===== src/rtl/cmts_pkg.sv =====
// cmts_pkg: shared types, codes and constants of the context model text scorer
// used by every module of the block; depends on nothing
`default_nettype none
package cmts_pkg;

   localparam int MAX_ORDER_DEF   = 2;
   localparam int SYMBOL_BITS_DEF = 6;
   localparam int COST_BITS_DEF   = 40;

   localparam int QUEUE_DEPTH  = 2;
   localparam int LOG_IN_BITS  = 42;
   localparam int FRAC_BITS    = 16;
   localparam int EXP_BITS     = 6;
   localparam int LOG_OUT_BITS = EXP_BITS + FRAC_BITS;
   localparam int MANT_BITS    = 32;

   localparam logic [1:0] CMD_SCORE = 2'd0;
   localparam logic [1:0] CMD_MAP   = 2'd1;
   localparam logic [1:0] CMD_COUNT = 2'd2;

   localparam logic [1:0] OP_SCORE   = 2'd0;
   localparam logic [1:0] OP_MAP_SET = 2'd1;
   localparam logic [1:0] OP_MAP_CLR = 2'd2;
   localparam logic [1:0] OP_COUNT   = 2'd3;

   localparam logic [1:0] CSR_ORDER = 2'd0;
   localparam logic [1:0] CSR_ASIZE = 2'd1;
   localparam logic [1:0] CSR_ALPHA = 2'd2;

   typedef struct packed {
      logic [1:0]  op;
      logic        has_byte;
      logic [7:0]  byte_value;
      logic [6:0]  symbol;
      logic        which;
      logic [11:0] ctx;
      logic [31:0] count;
      logic        last;
   } entry_type;

endpackage
`default_nettype wire


===== src/rtl/cmts_front.sv =====
// cmts_front: input beat acceptance and command decode into queue entries
// depends on cmts_pkg
`default_nettype none
module cmts_front #(
   parameter int SYMBOL_BITS = cmts_pkg::SYMBOL_BITS_DEF
) (
   input  wire logic          req_valid,
   output logic               req_stall,
   input  wire logic [1:0]    req_cmd,
   input  wire logic          req_has_byte,
   input  wire logic [7:0]    req_byte_value,
   input  wire logic          req_map_enable,
   input  wire logic [6:0]    req_symbol_index,
   input  wire logic          req_which_model,
   input  wire logic [11:0]   req_context_code,
   input  wire logic [31:0]   req_count_value,
   input  wire logic          req_last,
   input  wire logic          queue_full,
   input  wire logic          clearing,
   output logic               push,
   output cmts_pkg::entry_type push_data
);
   import cmts_pkg::*;

   localparam int NSYM = 1 << SYMBOL_BITS;

   logic keep;
   logic [8:0] sidx;

   assign sidx      = 9'(req_symbol_index);
   assign req_stall = queue_full | clearing;
   assign push      = req_valid & ~req_stall & keep;

   always_comb begin
      keep                 = 1'b0;
      push_data.op         = OP_SCORE;
      push_data.has_byte   = req_has_byte;
      push_data.byte_value = req_byte_value;
      push_data.symbol     = req_symbol_index;
      push_data.which      = req_which_model;
      push_data.ctx        = req_context_code;
      push_data.count      = req_count_value;
      push_data.last       = req_last;
      case (req_cmd)
         CMD_SCORE: keep = 1'b1;
         CMD_MAP: begin
            keep = 1'b1;
            push_data.op = (req_map_enable && sidx < 9'(NSYM)) ? OP_MAP_SET : OP_MAP_CLR;
         end
         CMD_COUNT: begin
            keep = (sidx <= 9'(NSYM));
            push_data.op = OP_COUNT;
         end
         default: keep = 1'b0;
      endcase
   end
endmodule
`default_nettype wire


===== config.mk =====
export PLATFORM = sky130hd
export DESIGN_NAME = cmts_front
export DESIGN_NICKNAME = d
export VERILOG_FILES = /design/src/rtl/cmts_pkg.sv /design/src/rtl/cmts_front.sv
export SDC_FILE = /design/constraint.sdc
export NUM_CORES = 1
export LEC_CHECK = 0
export ABC_AREA = 1
export BUFFER_PORTS_ARGS = -buffer_cell sky130_fd_sc_hd__buf_2
export CAP_MARGIN = 10
export CORE_UTILIZATION = 25
export DETAILED_ROUTE_END_ITERATION = 7
export GPL_TIMING_DRIVEN = 0
export PLACE_DENSITY = 0.85
export RECOVER_POWER = 100
export SETUP_SLACK_MARGIN = 0.05
export SYNTH_ARGS = -nofsm -noshare
export SYNTH_HDL_FRONTEND = slang
export SYNTH_SLANG_ARGS = --single-unit

===== constraint.sdc =====
create_clock -name vclk -period 0.8
set_input_delay 0.08 -clock vclk [all_inputs]
set_output_delay 0.08 -clock vclk [all_outputs]
set_load 0.01 [all_outputs]

## After elaboration in Yosys (flattened, before gate mapping)

Cells that the tools add are included.

| word-level totals | value |
|---|---|
| flip-flop bits (word level) | 0 |
| input bits | 68 |
| output and inout port bits | 66 |
| logic and storage cells | 14 |

| operators by class | value |
|---|---|
| magnitude comparators | 2 |
| eq/ne operators | 2 |
| mux-type cells | 3 |
| bitwise logic cells | 4 |
| reduce and logical (&&, ||, !) cells | 3 |

Operators by type and width:

| kind | count |
|---|---|
| 7-bit <= comparator (second input constant) | 1 |
| 7-bit < comparator (second input constant) | 1 |
| 2-bit case mux with 2 select lines | 1 |
| 1-bit bitwise AND | 2 |
| 2-bit by 1-bit == test with 1-bit output (second input constant) | 1 |
| 2-bit == test (second input constant) | 1 |
| 2-bit logical NOT | 1 |
| 2-bit 2-to-1 mux | 1 |
| 1-bit case mux with 2 select lines | 1 |
| 2-bit OR reduction | 1 |
| 1-bit logical AND | 1 |
| 1-bit NOT | 1 |
| 1-bit OR | 1 |

## Depth between registers and ports, before layout

| depth | value |
|---|---|
| depth after elaboration | 4 |
| depth in mapped cells | 5 |
| depth with buffers taken out | 5 |

## Least setup slack after synthesis

OpenSTA, ideal clock, no wires.

| path | value |
|---|---|
| kind | input port to output port |
| from | in req_cmd[0] |
| to | out push_data[62] in the netlist's numbering |
| data arrival time | 0.616 ns |
| data required time | 0.720 ns |
| path slack | 0.104 ns |
| cell stages on the path | 4 |
| path buffers | 0 |
| path through | inv_1 > ha_1 > inv_1 > a21oi_1 |

RTL lines:

| item | RTL line | RTL |
|---|---|---|
| start: declaration | cmts_front.sv:9 | `input wire logic [1:0] req_cmd,` |
| end: declaration | cmts_front.sv:21 | `output cmts_pkg::entry_type push_data` |

## Worst setup path in the final report

| path | value |
|---|---|
| from | in req_cmd[1] |
| to | out push |

| on the way | value |
|---|---|
| cells in the longest elaborated chain, start to end | 4 |
| elaborated cells between the ends (all ways) | 6 |
| those cells by class | eq/ne: 2; mux: 1; bitwise: 1; reduce/logical: 2 |

Ends and longest elaborated chain:

| item | RTL line | RTL |
|---|---|---|
| 2-bit by 1-bit == test with 1-bit output / 2-bit logical NOT (equally long branches) | cmts_front.sv:44 | `case (req_cmd)` |
| 2-bit OR reduction (no line) | -- |  |
| 1-bit case mux with 2 select lines (*) | cmts_front.sv:44 |  |
| 1-bit bitwise AND (*) | cmts_front.sv:32 | `assign push = req_valid & ~req_stall & keep;` |
| end: declaration | cmts_front.sv:20 | `output logic push,` |

Every way passes the cells marked *; elsewhere a longest branch is shown, timed or not.

==> results.py <==
metrics = {
    "status": {
        "outcome": "finished with violations",
        "failed_checks": "negative setup slack",
    },
    "hold_path": {
        "hold_path.class": "in -> out",
        "hold_path_depth": 2,
    },
    "worst_setup_path": {
        "worstPathMaxFanout": 3,
        "worstPathCellList": "buf_8, buf_4, ha_4, nand2_1, a21oi_2, buf_2",
        "crit_path_top_delay_cell": "ha_4",
        "cp_data_arrival_time_ns": 0.73,
        "slowest_delay_ns": 0.16,
        "critPathLaunchType": "input port",
        "end_kind": "primary output",
        "worstPathRequired_ns": 0.72,
        "critical_path_class": "in -> out",
    },
    "synth": {
        "synthCells": 89,
        "yosys_warnings": 0,
        "syn_nets": 161,
        "synth.top_cells.by_area": "buf_4 (76%), ha_1 (8.1%), inv_1 (4.9%)",
        "yosysUniqueCellTypes": 9,
        "yosysSeqAreaShare_pct": 0,
        "synth_area_sq_um": 614.3,
        "yosysTopAreaCell": "buf_4",
        "synth_largest_type_area_fraction_pct": 75.76,
        "syn_avg_cell_area_sq_um": 6.903,
    },
    "power": {
        "power.internal_mw": 0.3540,
        "seq_power_share_pct": 0,
        "pwr_density_cell_nw_per_um2": 543.4,
        "clockPowerShare_pct": 0,
        "power.leakage_nw": 0.5594,
        "ir_worst_vdd_v": 0.0002995,
        "combPwrFrac_pct": 100.0,
        "net-switching-power_mw": 0.2627,
        "swShare_pct": 42.60,
    },
    "timing": {
        "setup-violations-final": 3,
        "hold_violations": 0,
        "tns_ns": -0.02766,
        "fin_crit_ns": 0.8128,
        "final_max_slew_viol_count": 0,
        "max_freq_mhz": 1230,
        "finalWorstSetupSlack_ns": -0.01276,
        "tightestPinTransition_ns": 0.1551,
        "rsz0062_at_grt": "true",
        "whs_ns": 0.3666,
        "max_slew_margin_pct": 89.71,
        "min_period_over_period_pct": 101.6,
    },
    "global_routing": {
        "grt_max_degree": 4,
        "grt.total_usage_pct": 10.56,
        "grt_pass1_vias": 550,
        "antenna_found_initial": 0,
        "grt_pass1_wl_mm": 2.242,
        "grt-ovfl-total": 0,
    },
    "floorplan": {
        "start_util_pct": 27.25,
        "die-area_sq_um": 2659,
        "rows": 17,
        "die_x_microns": 51.57,
        "die_height_microns": 51.57,
        "pin_count": 134,
        "core_area_sq_um": 2255,
    },
    "place": {
        "place.gp.congestion": 0.6696,
        "place_area_sq_um": 1045,
        "numPortBuffers": 79,
        "hpwl_mm": 1.504,
        "dp.cells": 196,
    },
    "flow_run": {
        "drv_cap": 0,
    },
    "routing": {
        "drt_iter0_drc": 4,
        "antenna_left": 0,
        "drc": 0,
        "avgRoutedWirePerCell_microns": 9.335,
        "vias_per_cell": 3.766,
        "drt-total-wl_mm": 1.839,
        "vias": 742,
        "drt_first_pass_iters": 4,
    },
    "finish": {
        "drive_above_1_share_pct": 56.21,
        "multi_input_area_sq_um": 203.9,
        "fin_cells": 197,
        "area_growth_pct": 84.73,
        "seqCellArea_sq_um": 0,
        "fill_cells": 260,
        "design_area_sq_um": 1135,
        "diodes": 0,
        "final_cell_mix": "buf_4 (63), clkbuf_1 (63), buf_2 (8)",
        "clkbuf_count": 0,
        "fin_nets": 243,
        "seq_cell_count": 0,
        "utilization_pct": 50.33,
    },
}
==> cell type report <==
type | count | area share (%)
repair buffers | 80 | 34.40
multi-input cells | 19 | 17.97
inverters | 8 | 3.528
well taps | 28 | 3.087
plain buffers | 62 | 41.01
==> metrics by stage <==
step	setup WS, ns	power (mW)
2_1_floorplan	0.1038	0.3652
6_report	-0.01276	0.6167
5_1_grt	-0.04899	0.6665
4_1_cts	-0.01262	0.6254
3_5_place_dp	-0.1050	0.5699
3_3_place_gp	-0.1015	0.5611
==> power by group through the flow <==
| stage | clock (mW) | combinational [mW] | sequential (mW) |
|---|---|---|---|
| finish | 0 | 0.617 | 0 |
| floorplan | 0 | 0.365 | 0 |
| detailed placement | 0 | 0.570 | 0 |
| global route | 0 | 0.666 | 0 |
| CTS | 0 | 0.625 | 0 |
| global placement | 0 | 0.561 | 0 |
==> kinds of logic (layout without fill, tap and decap cells) <==
family | after synthesis | in the layout | synth area share [%]
fa+ha+maj | 4 | 4 | 8.147
buf+inv | 70 | 150 | 80.65
compound gates | 3 | 3 | 3.055
simple gates | 12 | 12 | 8.147
==> Yosys cell counts <==
cell type / count
nand4_1: 1
inv_1: 8
buf_4: 62
a21oi_1: 2
ha_1: 4
a21oi_2: 1
nand3_1: 2
nor2_1: 4
nand2_1: 5
==> critical path, delay by kind of cell <==
| kind | cells | cell delay (ns) |
|---|---|---|
| buffers and inverters | 3 | 0.38 |
| adders and majority gates | 1 | 0.16 |
| and+or+nand+nor | 1 | 0.07 |
| AOI/OAI and AO/OA | 1 | 0.05 |
==> worst paths after layout <==
check | from | slack (ns) | end
min | req_count_value[1] | 0.37 | push_data[2]
max | req_cmd[1] | -0.01 | push
==> layer usage <==
| metal | track usage [%] | wire length (microns) | share of wire (%) |
|---|---|---|---|
| met5 | 0 | 0 | 0 |
| met4 | 0 | 0 | 0 |
| met3 | 0.5848 | 204 | 11 |
| met2 | 23.81 | 1074 | 58 |
| met1 | 10.70 | 560 | 30 |
==> timing repair <==
item | CTS | global route
pin swaps | 3 | 7
setup buffers | 1 | 0
cloned | 0 | 0
setup endpoints to repair | 3 | 3
hold buffers | 0 | 0
gates resized for setup | 25 | 13
No activity file was read; power rests on OpenSTA's default activity.
