File: src/rtl/cmts_pkg.sv
// cmts_pkg: shared types, codes and constants of the context model text scorer
// used by every module of the block; depends on nothing
`default_nettype none
package cmts_pkg;

   localparam int MAX_ORDER_DEF   = 2;
   localparam int SYMBOL_BITS_DEF = 6;
   localparam int COST_BITS_DEF   = 40;

   localparam int QUEUE_DEPTH  = 2;
   localparam int LOG_IN_BITS  = 42;
   localparam int FRAC_BITS    = 16;
   localparam int EXP_BITS     = 6;
   localparam int LOG_OUT_BITS = EXP_BITS + FRAC_BITS;
   localparam int MANT_BITS    = 32;

   localparam logic [1:0] CMD_SCORE = 2'd0;
   localparam logic [1:0] CMD_MAP   = 2'd1;
   localparam logic [1:0] CMD_COUNT = 2'd2;

   localparam logic [1:0] OP_SCORE   = 2'd0;
   localparam logic [1:0] OP_MAP_SET = 2'd1;
   localparam logic [1:0] OP_MAP_CLR = 2'd2;
   localparam logic [1:0] OP_COUNT   = 2'd3;

   localparam logic [1:0] CSR_ORDER = 2'd0;
   localparam logic [1:0] CSR_ASIZE = 2'd1;
   localparam logic [1:0] CSR_ALPHA = 2'd2;

   typedef struct packed {
      logic [1:0]  op;
      logic        has_byte;
      logic [7:0]  byte_value;
      logic [6:0]  symbol;
      logic        which;
      logic [11:0] ctx;
      logic [31:0] count;
      logic        last;
   } entry_type;

endpackage
`default_nettype wire

File: src/rtl/cmts_queue.sv
// cmts_queue: short in-order queue of decoded beats between front and back
// depends on cmts_pkg
`default_nettype none
module cmts_queue (
   input  wire logic                clock,
   input  wire logic                reset,
   input  wire logic                push,
   input  wire cmts_pkg::entry_type push_data,
   input  wire logic                pop,
   output logic                     full,
   output logic                     empty,
   output cmts_pkg::entry_type      head
);
   import cmts_pkg::*;

   localparam int PW = (QUEUE_DEPTH > 1) ? $clog2(QUEUE_DEPTH) : 1;
   localparam int CW = $clog2(QUEUE_DEPTH + 1);

   entry_type       slot_ff [QUEUE_DEPTH];
   logic [PW-1:0]   wr_ff, wr_in, rd_ff, rd_in;
   logic [CW-1:0]   cnt_ff, cnt_in;

   assign full  = (cnt_ff == CW'(QUEUE_DEPTH));
   assign empty = (cnt_ff == '0);
   assign head  = slot_ff[rd_ff];

   always_comb begin
      wr_in  = wr_ff;
      rd_in  = rd_ff;
      cnt_in = cnt_ff;
      if (push) begin
         wr_in = (wr_ff == PW'(QUEUE_DEPTH - 1)) ? '0 : wr_ff + PW'(1);
      end
      if (pop) begin
         rd_in = (rd_ff == PW'(QUEUE_DEPTH - 1)) ? '0 : rd_ff + PW'(1);
      end
      if (push && !pop) begin
         cnt_in = cnt_ff + CW'(1);
      end else if (pop && !push) begin
         cnt_in = cnt_ff - CW'(1);
      end
   end

   always_ff @(posedge clock) begin
      if (reset) begin
         wr_ff  <= '0;
         rd_ff  <= '0;
         cnt_ff <= '0;
      end else begin
         wr_ff  <= wr_in;
         rd_ff  <= rd_in;
         cnt_ff <= cnt_in;
      end
      if (push) begin
         slot_ff[wr_ff] <= push_data;
      end
   end
endmodule
`default_nettype wire

File: config.mk
export PLATFORM = sky130hd
export DESIGN_NAME = cmts_queue
export DESIGN_NICKNAME = d
export VERILOG_FILES = /design/src/rtl/cmts_pkg.sv /design/src/rtl/cmts_queue.sv
export SDC_FILE = /design/constraint.sdc
export NUM_CORES = 1
export LEC_CHECK = 0
export ABC_AREA = 1
export BUFFER_PORTS_ARGS = -buffer_cell sky130_fd_sc_hd__buf_2
export CORE_MARGIN = 10
export CORE_UTILIZATION = 56
export DETAILED_ROUTE_END_ITERATION = 16
export PLACE_DENSITY = 0.86
export SYNTH_ARGS = -nofsm -noshare
export SYNTH_HDL_FRONTEND = slang
export SYNTH_SLANG_ARGS = --single-unit
File: constraint.sdc
create_clock -name clock -period 7.7 [get_ports clock]
set_input_delay 0.385 -clock clock [delete_from_list [all_inputs] [get_ports clock]]
set_output_delay 0.385 -clock clock [all_outputs]
set_load 0.02 [all_outputs]
Yosys cells after proc, flatten, opt, wreduce, memory -nomap -nowiden
Memories as Yosys holds them, arrays and structs flattened. A register that Yosys moved wholly into a read port is not among the register bits.
Cells that the tools add are included.

cells by class
  add/subtract/negate cells = 4
  eq/ne operators = 1
  multiplexer cells = 8
  reductions and logical operators = 6

operator list
  cell                 number
  $mux 1               6
  $mux 2               2
  $add 1x1->1 const B  2
  $add 2x1->2 const B  1
  $eq 2x2->1 const B   1
  $logic_and 1x1->1    2
  $logic_not 1->1      2
  $logic_not 2->1      1
  $reduce_bool 2->1    1
  $sub 2x1->2 const B  1

word-level totals
  register bits after elaboration = 4
  memory bits (writable) = 128
  input port bits = 68
  output and inout port bits = 66
  logic and storage cells = 23
  memories kept = 1

memory list
  name     depth  bits a word  read ports  clocked after memory_dff  write ports  line              source
  slot_ff  2      64           1           1                         1            cmts_queue.sv:19  entry_type slot_ff [QUEUE_DEPTH];

Logic depth before layout (Yosys ltp)
Gate-level depths: netlist of run 1.

  depth in word-level cells = 4
  gate-level depth with buffers = 8
  depth with buffers taken out = 8

Worst setup path before layout of run 1
OpenSTA, ideal clock, no wires.

  path kind = input -> register
  from = in push
  to = mem slot_ff[0][0] (netlist name) (enable)
  setup time = 0.488 ns
  arrival time = 3.109 ns
  data required time = 7.212 ns
  path slack = 4.103 ns
  stages = 2
  path buffers = 0
  cell sequence = inv_1 > nor2_1

between the ends
  cells in the longest elaborated chain, start to end = 2

RTL lines
  what                          line              source
  from (decl)                   cmts_queue.sv:7   input wire logic push,
  $mux 1                        cmts_queue.sv:54  if (push) begin
  $mux 1 (not written as such)  cmts_queue.sv:55  slot_ff[wr_ff] <= push_data;
  to (decl)                     cmts_queue.sv:19

Every way passes these cells.

==> results.txt, run 1 <==
----------------------------------------------------
[Logic synthesis]
  Post-synth ARST share ... 0
  Biggest area consumer among synthesized cells ... sky130_fd_sc_hd__edfxtp_1
  Share of Yosys cell area claimed by the top area cell type ... 0.747
  Post-Syn Nets ... 301
  Ys flop type ... sky130_fd_sc_hd__edfxtp_1
  Most frequently used cell type in the post-synthesis netlist ... sky130_fd_sc_hd__edfxtp_1
  Mapped Cells ... 232
  Yosys warning total ... 0
  Fraction of the yosys area taken by sequential cells ... 0.766
  Top cells by count, synth ... sky130_fd_sc_hd__edfxtp_1 (128), sky130_fd_sc_hd__mux2_4 (60), sky130_fd_sc_hd__inv_1 (9)
  Synth Area per Inst ... about 22 um2
  Combined area of all synthesized cells ... about 5100 um2
  Number of register bits inferred by synthesis ... ~130
  Number of flops mapped to enable cells by yosys ... 128
  Number of distinct standard cells referenced by the synthesized netlist ... 16
  Cells taking the most area after synthesis ... sky130_fd_sc_hd__edfxtp_1 (75%), sky130_fd_sc_hd__mux2_4 (18%), sky130_fd_sc_hd__buf_12 (2.3%)

[Critical path]
  Reg-to-reg critical path startpoint ... wr_ff
  Crit end category ... primary output
  Count of cells along the worst register-to-register path ... 3
  Kind of start point of the critical path ... flip-flop
  Highest net fanout along the worst path ... 64
  Worst flop-to-flop path endpoint ... slot_ff[1][33]
  Critical path class ... reg -> out
  CP required ... 7.32 ns
  Arrival time worst endpoint ... ~2.3 ns
  Setup slack of the most critical reg-to-reg path ... between 5 and 6 ns

[GRT]
  All-layer global routing usage ... 0.149
  Via count of the first global-routing pass ... between 2k and 3k
  Maximum number of pins on one net before global-route repair ... 65
  First-pass GRT wire length ... about 15,000 um
  Overall overflow remaining after global route ... 0
  Antenna violations before repair ... 0

[Detailed routing]
  Routed Wire Length ... 10,000 um
  DR vias/cell ... ~5
  Router iterations before antenna repair ... 4
  Drc violations ... 0
  Wirelength per Cell ... around 20 um
  Starting DRC count in detailed routing ... roughly 130
  Vias ... roughly 2.6k
  Post-route antenna net violation count ... 0

[Floorplanning]
  Horizontal die dimension ... around 120 um
  Num ports ... around 130
  Effective utilization at floorplan ... 0.582
  Area of the core region ... a little under 9000 um2
  Area enclosed by the die boundary ... roughly 13,000 um2
  Die Span Y ... between 100 and 150 um
  Placement Rows ... 34

[STA]
  Max-slew violation total from the final report ... 0
  Portion of the clock cycle consumed by the worst path in the final layout ... 0.344
  Min cycle time layout ... between 2 and 3 ns
  Setup-violating endpoint count in the final report ... 0
  RSZ-0062 raised after global routing ... no
  Largest clock skew in the final design ... around 0.0057 ns
  Hold Violations, Final ... 0
  Final worst setup slack ... between 5 and 6 ns
  Worst max-slew margin expressed relative to the limit ... 0.202
  Post-Route Setup TNS ... 0 ns
  Worst-margin pin slew ... 1.20 ns
  Worst hold margin ... approximately 0.060 ns
  Upper clock frequency limit ... between 300 and 400 MHz

[Placement]
  Final weighted congestion in routability-driven placement ... a little under 0.7
  Hpwl dp ... around 6500 um
  Post-detailed-placement cell area ... 5840 um2
  Count of buffers inserted at the top-level ports ... roughly 130
  Worst slack at placement ... between 5 and 6 ns

[CTS]
  Number of instances resized during post-cts repair ... 0
  Worst skew pair latency ... around 0.5 ns
  Maximum clock path buffer count ... 2
  CTS tree ... yes
  Root Driver ... sky130_fd_sc_hd__clkbuf_8
  Number of H-tree levels ... 4
  CTS Hold Buffers Added ... 0
  Reg clk slew, reported paths ... around 0.060 ns
  Number of setup buffers added after CTS ... 0
  Number of clock sinks ... approximately 130
  Number of CTS-inserted buffers ... 17

[Job]
  Count of max-cap constraint violations ... 0

[Outcome]
  Status ... complete, no violations

[Power]
  VDD IR-drop max ... between 0.15 and 0.2 mV
  Power density relative to cell area ... 295 nW/um2
  Cell leakage power ... 2.63 nW

[Final layout]
  N_diodes ... 0
  Layout Cell Area excl Fill ... roughly 6500 um2
  Number of nets in the finished design ... 448
  Share of final-layout standard cells stronger than drive strength 1 ... 0.593
  Area growth, synth to finish ... 25.6%
  Layout fillers ... between 500 and 600
  Post-layout util ... 0.731

[Hold path]
  Hold Path Class ... in -> reg
  Hold path startpoint ... push_data[28]
  Depth of the worst hold-timing path ... 1
  Hold Path Sink ... slot_ff[1][28]

----------------------------------------------------
==> final cells by class <==
type | instances | area (um2) | area share
sequential | 133 | 3950 | 0.610
inverter | 9 | 33.8 | 0.00522
tap | 108 | 135 | 0.0209
multi-input combinational | 83 | 1050 | 0.162
clock inverter | 14 | 209 | 0.0323
timing repair buffer | 135 | 681 | 0.105
clock buffer | 17 | 414 | 0.0640
==> cell usage in the layout, fill, tap and decap left out <==
| master | Yosys | layout |
|---|---|---|
| sky130_fd_sc_hd__mux2_4 | 60 | 60 |
| sky130_fd_sc_hd__xnor2_1 | 1 | 1 |
| sky130_fd_sc_hd__o21ai_0 | 1 | 1 |
| sky130_fd_sc_hd__buf_4 | 0 | 2 |
| sky130_fd_sc_hd__clkbuf_8 | 0 | 1 |
| sky130_fd_sc_hd__nor2_4 | 0 | 1 |
| sky130_fd_sc_hd__inv_2 | 0 | 1 |
| sky130_fd_sc_hd__bufinv_16 | 0 | 5 |
| sky130_fd_sc_hd__clkinv_2 | 0 | 3 |
| sky130_fd_sc_hd__clkinv_1 | 0 | 1 |
| sky130_fd_sc_hd__clkinv_4 | 0 | 1 |
| sky130_fd_sc_hd__dfxtp_1 | 5 | 4 |
| sky130_fd_sc_hd__dfxtp_4 | 0 | 1 |
| sky130_fd_sc_hd__nand2_1 | 5 | 5 |
| sky130_fd_sc_hd__ha_1 | 1 | 1 |
| sky130_fd_sc_hd__clkinvlp_4 | 0 | 3 |
| sky130_fd_sc_hd__nand3_1 | 1 | 1 |
| sky130_fd_sc_hd__nor2_1 | 7 | 6 |
| sky130_fd_sc_hd__a21oi_1 | 1 | 1 |
| sky130_fd_sc_hd__edfxtp_1 | 128 | 128 |
| sky130_fd_sc_hd__mux2_2 | 4 | 4 |
| sky130_fd_sc_hd__inv_1 | 9 | 8 |
| sky130_fd_sc_hd__inv_6 | 0 | 1 |
| sky130_fd_sc_hd__clkbuf_16 | 0 | 16 |
| sky130_fd_sc_hd__nand4_1 | 1 | 1 |
| sky130_fd_sc_hd__nor3_1 | 1 | 1 |
| sky130_fd_sc_hd__buf_2 | 0 | 133 |
==> metal layers <==
metal	GRT usage	routed length [um]	up-vias
met5	0	0	-
met4	0.0667	123	0
met3	0.0610	912	14
met2	0.242	4890	110
met1	0.171	4080	1247
li1	-	-	1193
==> worst max-delay path, cell delays in order, from the launching register on <==
cell	delay (ns)
sky130_fd_sc_hd__dfxtp_4	1.14
sky130_fd_sc_hd__mux2_2	0.42
sky130_fd_sc_hd__buf_2	0.16
==> through the flow <==
stage | cells | total power, mW
3_3_place_gp | 468 | 1.08
4_1_cts | 499 | 1.93
2_1_floorplan | 232 | 1.02
5_1_grt | 499 | 1.97
6_report | 499 | 1.91
3_5_place_dp | 468 | 1.08
==> registers in the layout, summed over array words and instances (netlist names), named ones only <==
register  count
cnt_ff        2
rd_ff         1
slot_ff     128
wr_ff         1
==> worst max path at each step <==
stage,from,endpoint,slack (ns),cells after the start
2_1_floorplan,push,slot_ff[0][0],4.10,2
3_3_place_gp,flip-flop,head[49],5.57,2
3_5_place_dp,flip-flop,head[44],5.55,2
4_1_cts,flip-flop,head[44],4.99,2
5_1_grt,flip-flop,head[49],4.95,2
6_report,flip-flop,head[49],5.05,2
==> where the power goes <==
| part | leakage [nW] | switching (mW) | internal [mW] |
|---|---|---|---|
| clock network | 0.297 | 0.284 | 0.554 |
| logic | 1.08 | 0.105 | 0.0968 |
| registers | 1.24 | 0.0293 | 0.838 |
| total | 2.63 | 0.418 | 1.49 |
==> cell families after synthesis <==
group / after synthesis / synth area share
AOI/OAI and AO/OA: 2 / 0.00194
xor gates and xnor gates: 1 / 0.00170
buffers and inverters: 16 / 0.0321
and+or+nand+nor: 15 / 0.0119
muxes: 64 / 0.184
DFF: 133 / 0.766
adders and majority gates: 1 / 0.00243
Power figures use the tool's default switching activity.
==> run 2: changes to the inputs <==
--- a/config.mk
+++ b/config.mk
@@ -8,9 +8,9 @@
 export ABC_AREA = 1
 export BUFFER_PORTS_ARGS = -buffer_cell sky130_fd_sc_hd__buf_2
 export CORE_MARGIN = 10
-export CORE_UTILIZATION = 56
+export CORE_UTILIZATION = 47
 export DETAILED_ROUTE_END_ITERATION = 16
-export PLACE_DENSITY = 0.86
+export PLACE_DENSITY = 0.77
 export SYNTH_ARGS = -nofsm -noshare
 export SYNTH_HDL_FRONTEND = slang
 export SYNTH_SLANG_ARGS = --single-unit
==> constraint.sdc (replaced) <==
create_clock -name clock -period 2.1 [get_ports clock]
set_input_delay 0.105 -clock clock [delete_from_list [all_inputs] [get_ports clock]]
set_output_delay 0.105 -clock clock [all_outputs]
set_load 0.02 [all_outputs]
==> results.txt, run 2 (synthesis gave the netlist of run 1 again) <==
----------------------------------------------------
[Floorplanning]
  Placement Rows ... 38 (was 34)
  Effective utilization at floorplan ... 0.477 (was 0.582)
  Num ports ... 134 (unchanged)
  Horizontal die dimension ... 125 um (was 116 um)
  Area enclosed by the die boundary ... 15,500 um2 (was 13,400 um2)
  Area of the core region ... 10,800 um2 (was 8850 um2)
  Die Span Y ... 125 um (was 116 um)

[GRT]
  Antenna violations before repair ... 0 (unchanged)
  Via count of the first global-routing pass ... 3,229 (was 2,775)
  Maximum number of pins on one net before global-route repair ... 42 (was 65)
  First-pass GRT wire length ... 17,000 um (was 14,900 um)
  Overall overflow remaining after global route ... 0 (unchanged)
  All-layer global routing usage ... 0.138 (was 0.149)

[Final layout]
  Number of nets in the finished design ... 521 (was 448)
  Post-layout util ... 0.670 (was 0.731)
  Share of final-layout standard cells stronger than drive strength 1 ... 0.512 (was 0.593)
  Number of flip-flops under the largest register name ... 128 (unchanged)
  Most frequent standard cell in the layout excluding fill and tap cells ... sky130_fd_sc_hd__buf_2 (unchanged)
  Layout Cell Area excl Fill ... 7230 um2 (was 6470 um2)
  Footprint of the multi-input gates ... 1050 um2 (unchanged)
  Register with the most flip-flops ... slot_ff (unchanged)
  Area growth, synth to finish ... 40.5% (was 25.6%)
  Largest registers ranked by flip-flop count ... slot_ff: 128 flops, cnt_ff: 2 flops (unchanged)
  Top library cells by usage in the layout, fill and taps aside ... sky130_fd_sc_hd__buf_2 (133), sky130_fd_sc_hd__edfxtp_1 (128), sky130_fd_sc_hd__dlygate4sd3_1 (68) (was sky130_fd_sc_hd__buf_2 (133), sky130_fd_sc_hd__edfxtp_1 (128), sky130_fd_sc_hd__mux2_4 (60))
  Post-route non-filler standard cell count ... 605 (was 499)
  Layout fillers ... 720 (was 549)
  Area of all sequential standard cells ... 3950 um2 (unchanged)
  N_diodes ... 0 (unchanged)

[STA]
  Final worst setup slack ... 0.295 ns (was 5.05 ns)
  Setup-violating endpoint count in the final report ... 0 (unchanged)
  Largest clock skew in the final design ... 0.00707 ns (was 0.00575 ns)
  Min cycle time layout ... around 1.8 ns
  Post-Route Setup TNS ... 0 ns (unchanged)
  Worst max-slew margin expressed relative to the limit ... 0.633 (was 0.202)
  Worst-margin pin slew ... 0.550 ns (was 1.20 ns)
  Portion of the clock cycle consumed by the worst path in the final layout ... 0.860
  RSZ-0062 raised after global routing ... no (unchanged)
  Max-slew violation total from the final report ... 0 (unchanged)
  Upper clock frequency limit ... between 500 and 600 MHz
  Hold Violations, Final ... 0 (unchanged)
  Worst hold margin ... 0.322 ns (was 0.0600 ns)

[Job]
  Count of max-cap constraint violations ... 0 (unchanged)

[Detailed routing]
  DR vias/cell ... 4.66 (was 5.14)
  Vias ... 2,817 (was 2,564)
  Router iterations before antenna repair ... 4 (unchanged)
  Starting DRC count in detailed routing ... 128 (was 132)
  Routed Wire Length ... 10,600 um (was 10,000 um)
  Drc violations ... 0 (unchanged)
  Wirelength per Cell ... 17.5 um (was 20.1 um)
  Post-route antenna net violation count ... 0 (unchanged)

[Hold path]
  Hold Path Class ... in -> reg (unchanged)

[Critical path]
  Worst setup path endpoint ... head[43] (was head[49])
  Highest net fanout along the worst path ... 37 (was 64)
  Count of cells along the worst register-to-register path ... 3 (unchanged)
  Kind of start point of the critical path ... flip-flop (unchanged)
  Crit end category ... primary output (unchanged)
  Worst flop-to-flop path endpoint ... slot_ff[1][62] (was slot_ff[1][33])
  Reg-to-reg critical path startpoint ... wr_ff (unchanged)
  Setup slack of the most critical reg-to-reg path ... 0.66 ns (was 5.80 ns)
  CP required ... 2.00 ns (was 7.32 ns)
  Critical path class ... reg -> out (unchanged)
  Arrival time worst endpoint ... 1.70 ns (was 2.26 ns)

[Power]
  Power density relative to cell area ... 950 nW/um2 (was 295 nW/um2)
  VDD IR-drop max ... 0.486 mV (was 0.189 mV)
  Cell leakage power ... 2.94 nW (was 2.63 nW)
  Overall power after layout ... 6.87 mW (was 1.91 mW)

[CTS]
  Worst skew pair latency ... 0.51 ns (about the same)
  Number of H-tree levels ... 4 (unchanged)
  Reg clk slew, reported paths ... 0.06 ns (about the same)
  Number of CTS-inserted buffers ... 17 (unchanged)
  Maximum clock path buffer count ... 2 (unchanged)
  CTS tree ... yes (unchanged)
  Number of clock sinks ... 133 (unchanged)
  Root Driver ... sky130_fd_sc_hd__clkbuf_8 (unchanged)

[Placement]
  Post-detailed-placement cell area ... 5970 um2 (was 5840 um2)
  Count of buffers inserted at the top-level ports ... 133 (unchanged)
  Hpwl dp ... 6760 um (was 6460 um)
  Final weighted congestion in routability-driven placement ... 0.666 (was 0.686)
  Worst slack at placement ... 0.649 ns (was 5.55 ns)
  Number of cells after detailed placement ... 505 (was 468)

[Outcome]
  Status ... complete, no violations (unchanged)

----------------------------------------------------
run 2: cell types whose count changed in the layout (fill, tap and decap cells not counted), sizes merged:
cell and change:
dlygate4sd3 +68, buf +5, clkinv +3, bufinv -2, clkbuf +1, clkinvlp -1
run 2: worst min-delay path by stage:
stage                        startpoint              to  cells past startpoint
final                     push_data[53]  slot_ff[1][53]                      2
after global placement    push_data[59]  slot_ff[0][59]                      1
after CTS                 push_data[49]  slot_ff[1][49]                      2
after global routing      push_data[38]  slot_ff[0][38]                      2
after detailed placement   push_data[0]   slot_ff[0][0]                      1
after floorplan                   reset       flip-flop                      1
run 2: worst max-delay path, cell delays in order (launching register included):
cell and delay (ns):
sky130_fd_sc_hd__dfxtp_4 0.37, sky130_fd_sc_hd__buf_12 0.27, sky130_fd_sc_hd__mux2_2 0.38, sky130_fd_sc_hd__buf_2 0.16
run 2: power breakdown:
| group | total [mW] | internal (mW) | switching (mW) |
|---|---|---|---|
| clock network | 2.84 | 1.80 | 1.04 |
| logic | 0.923 | 0.453 | 0.469 |
| registers | 3.11 | 3.07 | 0.0417 |
run 2: timing repair:
item                                   CTS  global route
gates resized for setup                  0             0
buffers inserted                         0             0
endpoints found under the hold margin  133             0
hold buffers                            68             0
run 2: routing by layer:
metal / track usage / vias to the layer above / share of wire / wire (um)
met1: 0.138 / 1363 / 0.37 / 3890
met2: 0.244 / 97 / 0.54 / 5670
met4: 0.0500 / 0 / 0.014 / 153
li1: - / 1341 / - / -
met3: 0.0634 / 16 / 0.081 / 860
met5: 0 / - / 0 / 0
run 2: cell type report:
cell class / instances / area share
flip-flops and latches: 133 / 0.546
clock inverters: 14 / 0.0223
multi-input cells: 83 / 0.145
inverters: 9 / 0.00467
well taps: 140 / 0.0242
repair buffers: 208 / 0.200
clock buffers: 18 / 0.0578
==> run 3: changes to the inputs <==
--- a/config.mk
+++ b/config.mk
@@ -11,6 +11,7 @@
 export CORE_UTILIZATION = 47
 export DETAILED_ROUTE_END_ITERATION = 16
 export PLACE_DENSITY = 0.77
+export RECOVER_POWER = 25
 export SYNTH_ARGS = -nofsm -noshare
 export SYNTH_HDL_FRONTEND = slang
 export SYNTH_SLANG_ARGS = --single-unit
==> results.txt, run 3 (synthesis gave the netlist of run 1 again) <==
----------------------------------------------------
[Placement]
  Hpwl dp ... 6760 um (unchanged)
  Final weighted congestion in routability-driven placement ... 0.666 (unchanged)
  Worst slack at placement ... 0.649 ns (unchanged)
  Count of buffers inserted at the top-level ports ... 133 (unchanged)
  Number of cells after detailed placement ... 505 (unchanged)

[Detailed routing]
  Vias ... 2,818 (was 2,817)
  Starting DRC count in detailed routing ... 116 (was 128)
  Post-route antenna net violation count ... 0 (unchanged)
  Drc violations ... 0 (unchanged)
  Router iterations before antenna repair ... 4 (unchanged)
  Wirelength per Cell ... 17.5 um (about the same)
  Routed Wire Length ... 10,600 um (about the same)
  DR vias/cell ... 4.66 (about the same)

[STA]
  Worst max-slew margin expressed relative to the limit ... 0.632 (was 0.633)
  Max-slew violation total from the final report ... 0 (unchanged)
  Worst-margin pin slew ... 0.552 ns (was 0.550 ns)
  Final worst setup slack ... 0.292 ns (was 0.295 ns)
  Min cycle time layout ... 1.81 ns (about the same)
  Largest clock skew in the final design ... 0.00992 ns (was 0.00707 ns)
  Portion of the clock cycle consumed by the worst path in the final layout ... 0.861 (was 0.860)
  Setup-violating endpoint count in the final report ... 0 (unchanged)
  RSZ-0062 raised after global routing ... no (unchanged)
  Upper clock frequency limit ... 553 MHz (was 554 MHz)
  Hold Violations, Final ... 0 (unchanged)
  Worst hold margin ... 0.325 ns (was 0.322 ns)

[Critical path]
  Highest net fanout along the worst path ... 37 (unchanged)
  Crit end category ... primary output (unchanged)
  Critical path class ... reg -> out (unchanged)
  Count of cells along the worst register-to-register path ... 3 (unchanged)
  Arrival time worst endpoint ... 1.70 ns (about the same)
  Worst setup path endpoint ... head[43] (unchanged)
  Worst flop-to-flop path endpoint ... slot_ff[1][62] (unchanged)
  CP required ... 2.00 ns (about the same)
  Setup slack of the most critical reg-to-reg path ... 0.66 ns (about the same)
  Kind of start point of the critical path ... flip-flop (unchanged)
  Reg-to-reg critical path startpoint ... wr_ff (unchanged)

[CTS]
  Number of instances resized during post-cts repair ... 0 (unchanged)
  Number of setup buffers added after CTS ... 0 (unchanged)
  Maximum clock path buffer count ... 2 (unchanged)
  Worst skew pair latency ... 0.51 ns (about the same)
  Number of H-tree levels ... 4 (unchanged)
  CTS tree ... yes (unchanged)
  Root Driver ... sky130_fd_sc_hd__clkbuf_8 (unchanged)
  Number of CTS-inserted buffers ... 17 (unchanged)
  Number of clock sinks ... 133 (unchanged)
  Reg clk slew, reported paths ... 0.06 ns (about the same)

[Outcome]
  Status ... complete, no violations (unchanged)

[GRT]
  Maximum number of pins on one net before global-route repair ... 42 (unchanged)
  Via count of the first global-routing pass ... 3,229 (unchanged)
  Antenna violations before repair ... 0 (unchanged)
  Most congested layer reported by global routing ... met2 (unchanged)
  All-layer global routing usage ... 0.138 (unchanged)
  Met3 track demand over resource ... 0.0634 (unchanged)
  M1 GR Usage ... 0.138 (unchanged)
  Met2 Track Usage GR ... 0.244 (unchanged)
  First-pass GRT wire length ... 17,000 um (unchanged)
  Overall overflow remaining after global route ... 0 (unchanged)

[Final layout]
  Register with the most flip-flops ... slot_ff (unchanged)
  Post-route non-filler standard cell count ... 605 (unchanged)
  N_diodes ... 0 (unchanged)
  Number of flip-flops under the largest register name ... 128 (unchanged)
  Area growth, synth to finish ... 39.6% (was 40.5%)
  Share of final-layout standard cells stronger than drive strength 1 ... 0.439 (was 0.512)
  Largest registers ranked by flip-flop count ... slot_ff: 128 flops, cnt_ff: 2 flops (unchanged)
  Most frequent standard cell in the layout excluding fill and tap cells ... sky130_fd_sc_hd__edfxtp_1 (was sky130_fd_sc_hd__buf_2)
  Number of nets in the finished design ... 521 (unchanged)
  Post-layout util ... 0.666 (was 0.670)
  Top library cells by usage in the layout, fill and taps aside ... sky130_fd_sc_hd__edfxtp_1 (128), sky130_fd_sc_hd__buf_2 (99), sky130_fd_sc_hd__dlygate4sd3_1 (68) (was sky130_fd_sc_hd__buf_2 (133), sky130_fd_sc_hd__edfxtp_1 (128), sky130_fd_sc_hd__dlygate4sd3_1 (68))

[Job]
  Count of max-cap constraint violations ... 0 (unchanged)

[Floorplanning]
  Area of the core region ... 10,800 um2 (unchanged)
  Effective utilization at floorplan ... 0.477 (unchanged)
  Placement Rows ... 38 (unchanged)
  Die Span Y ... 125 um (unchanged)
  Area enclosed by the die boundary ... 15,500 um2 (unchanged)
  Horizontal die dimension ... 125 um (unchanged)
  Num ports ... 134 (unchanged)

[Power]
  Power density relative to cell area ... 956 nW/um2 (was 950 nW/um2)
  Cell leakage power ... 2.84 nW (was 2.94 nW)
  VDD IR-drop max ... 0.486 mV (about the same)
  Overall power after layout ... 6.87 mW (about the same)

[Hold path]
  Hold Path Class ... in -> reg (unchanged)

----------------------------------------------------
[run 3: timing repair]
| action | 4_1_cts | 5_1_grt |
|---|---|---|
| endpoints found under the setup margin | 0 | 0 |
| hold buffers | 68 | 0 |
| endpoints found under the hold margin | 133 | 0 |
[run 3: worst min path at each step]
| stage | startpoint | to | slack (ns) | cells past startpoint |
|---|---|---|---|---|
| 3_3_place_gp | push_data[59] | slot_ff[0][59] | 0.29 | 1 |
| 4_1_cts | push_data[49] | slot_ff[1][49] | 0.28 | 2 |
| 6_report | push_data[53] | slot_ff[1][53] | 0.32 | 2 |
| 3_5_place_dp | push_data[0] | slot_ff[0][0] | 0.30 | 1 |
| 5_1_grt | push_data[38] | slot_ff[0][38] | 0.30 | 2 |
| 2_1_floorplan | reset | flip-flop | 0.18 | 1 |
[run 3: area by class of cell]
cell class | count | area [um2]
Clock inverter | 14 | 161
Timing Repair Buffer | 208 | 1410
Inverter | 9 | 33.8
Fill cell | 741 | 3600
Multi-Input combinational cell | 83 | 1050
Sequential cell | 133 | 3950
Clock buffer | 18 | 418
Tap cell | 140 | 175
[run 3: routing by layer]
| metal | part of all wire | routed length [um] |
|---|---|---|
| met5 | 0 | 0 |
| met2 | 0.53 | 5650 |
| met1 | 0.37 | 3900 |
| met3 | 0.082 | 863 |
| met4 | 0.014 | 153 |
[run 3: power breakdown]
| part | total, mW | switching [mW] | internal [mW] |
|---|---|---|---|
| sequential | 3.11 | 0.0419 | 3.07 |
| clock | 2.84 | 1.05 | 1.80 |
| combinational | 0.914 | 0.469 | 0.445 |
| total | 6.87 | 1.56 | 5.31 |
[run 3: critical path, stage by stage (launching register included)]
cell                      delay (ns)
sky130_fd_sc_hd__dfxtp_4        0.37
sky130_fd_sc_hd__buf_12         0.27
sky130_fd_sc_hd__mux2_2         0.38
sky130_fd_sc_hd__buf_2          0.16
[run 3: metrics by stage]
stage	instance area, um2	setup TNS (ns)
after floorplan	5150	-1.04
after global placement	5970	0
after detailed placement	5970	0
after CTS	7230	0
after global routing	7190	0
final	7190	0
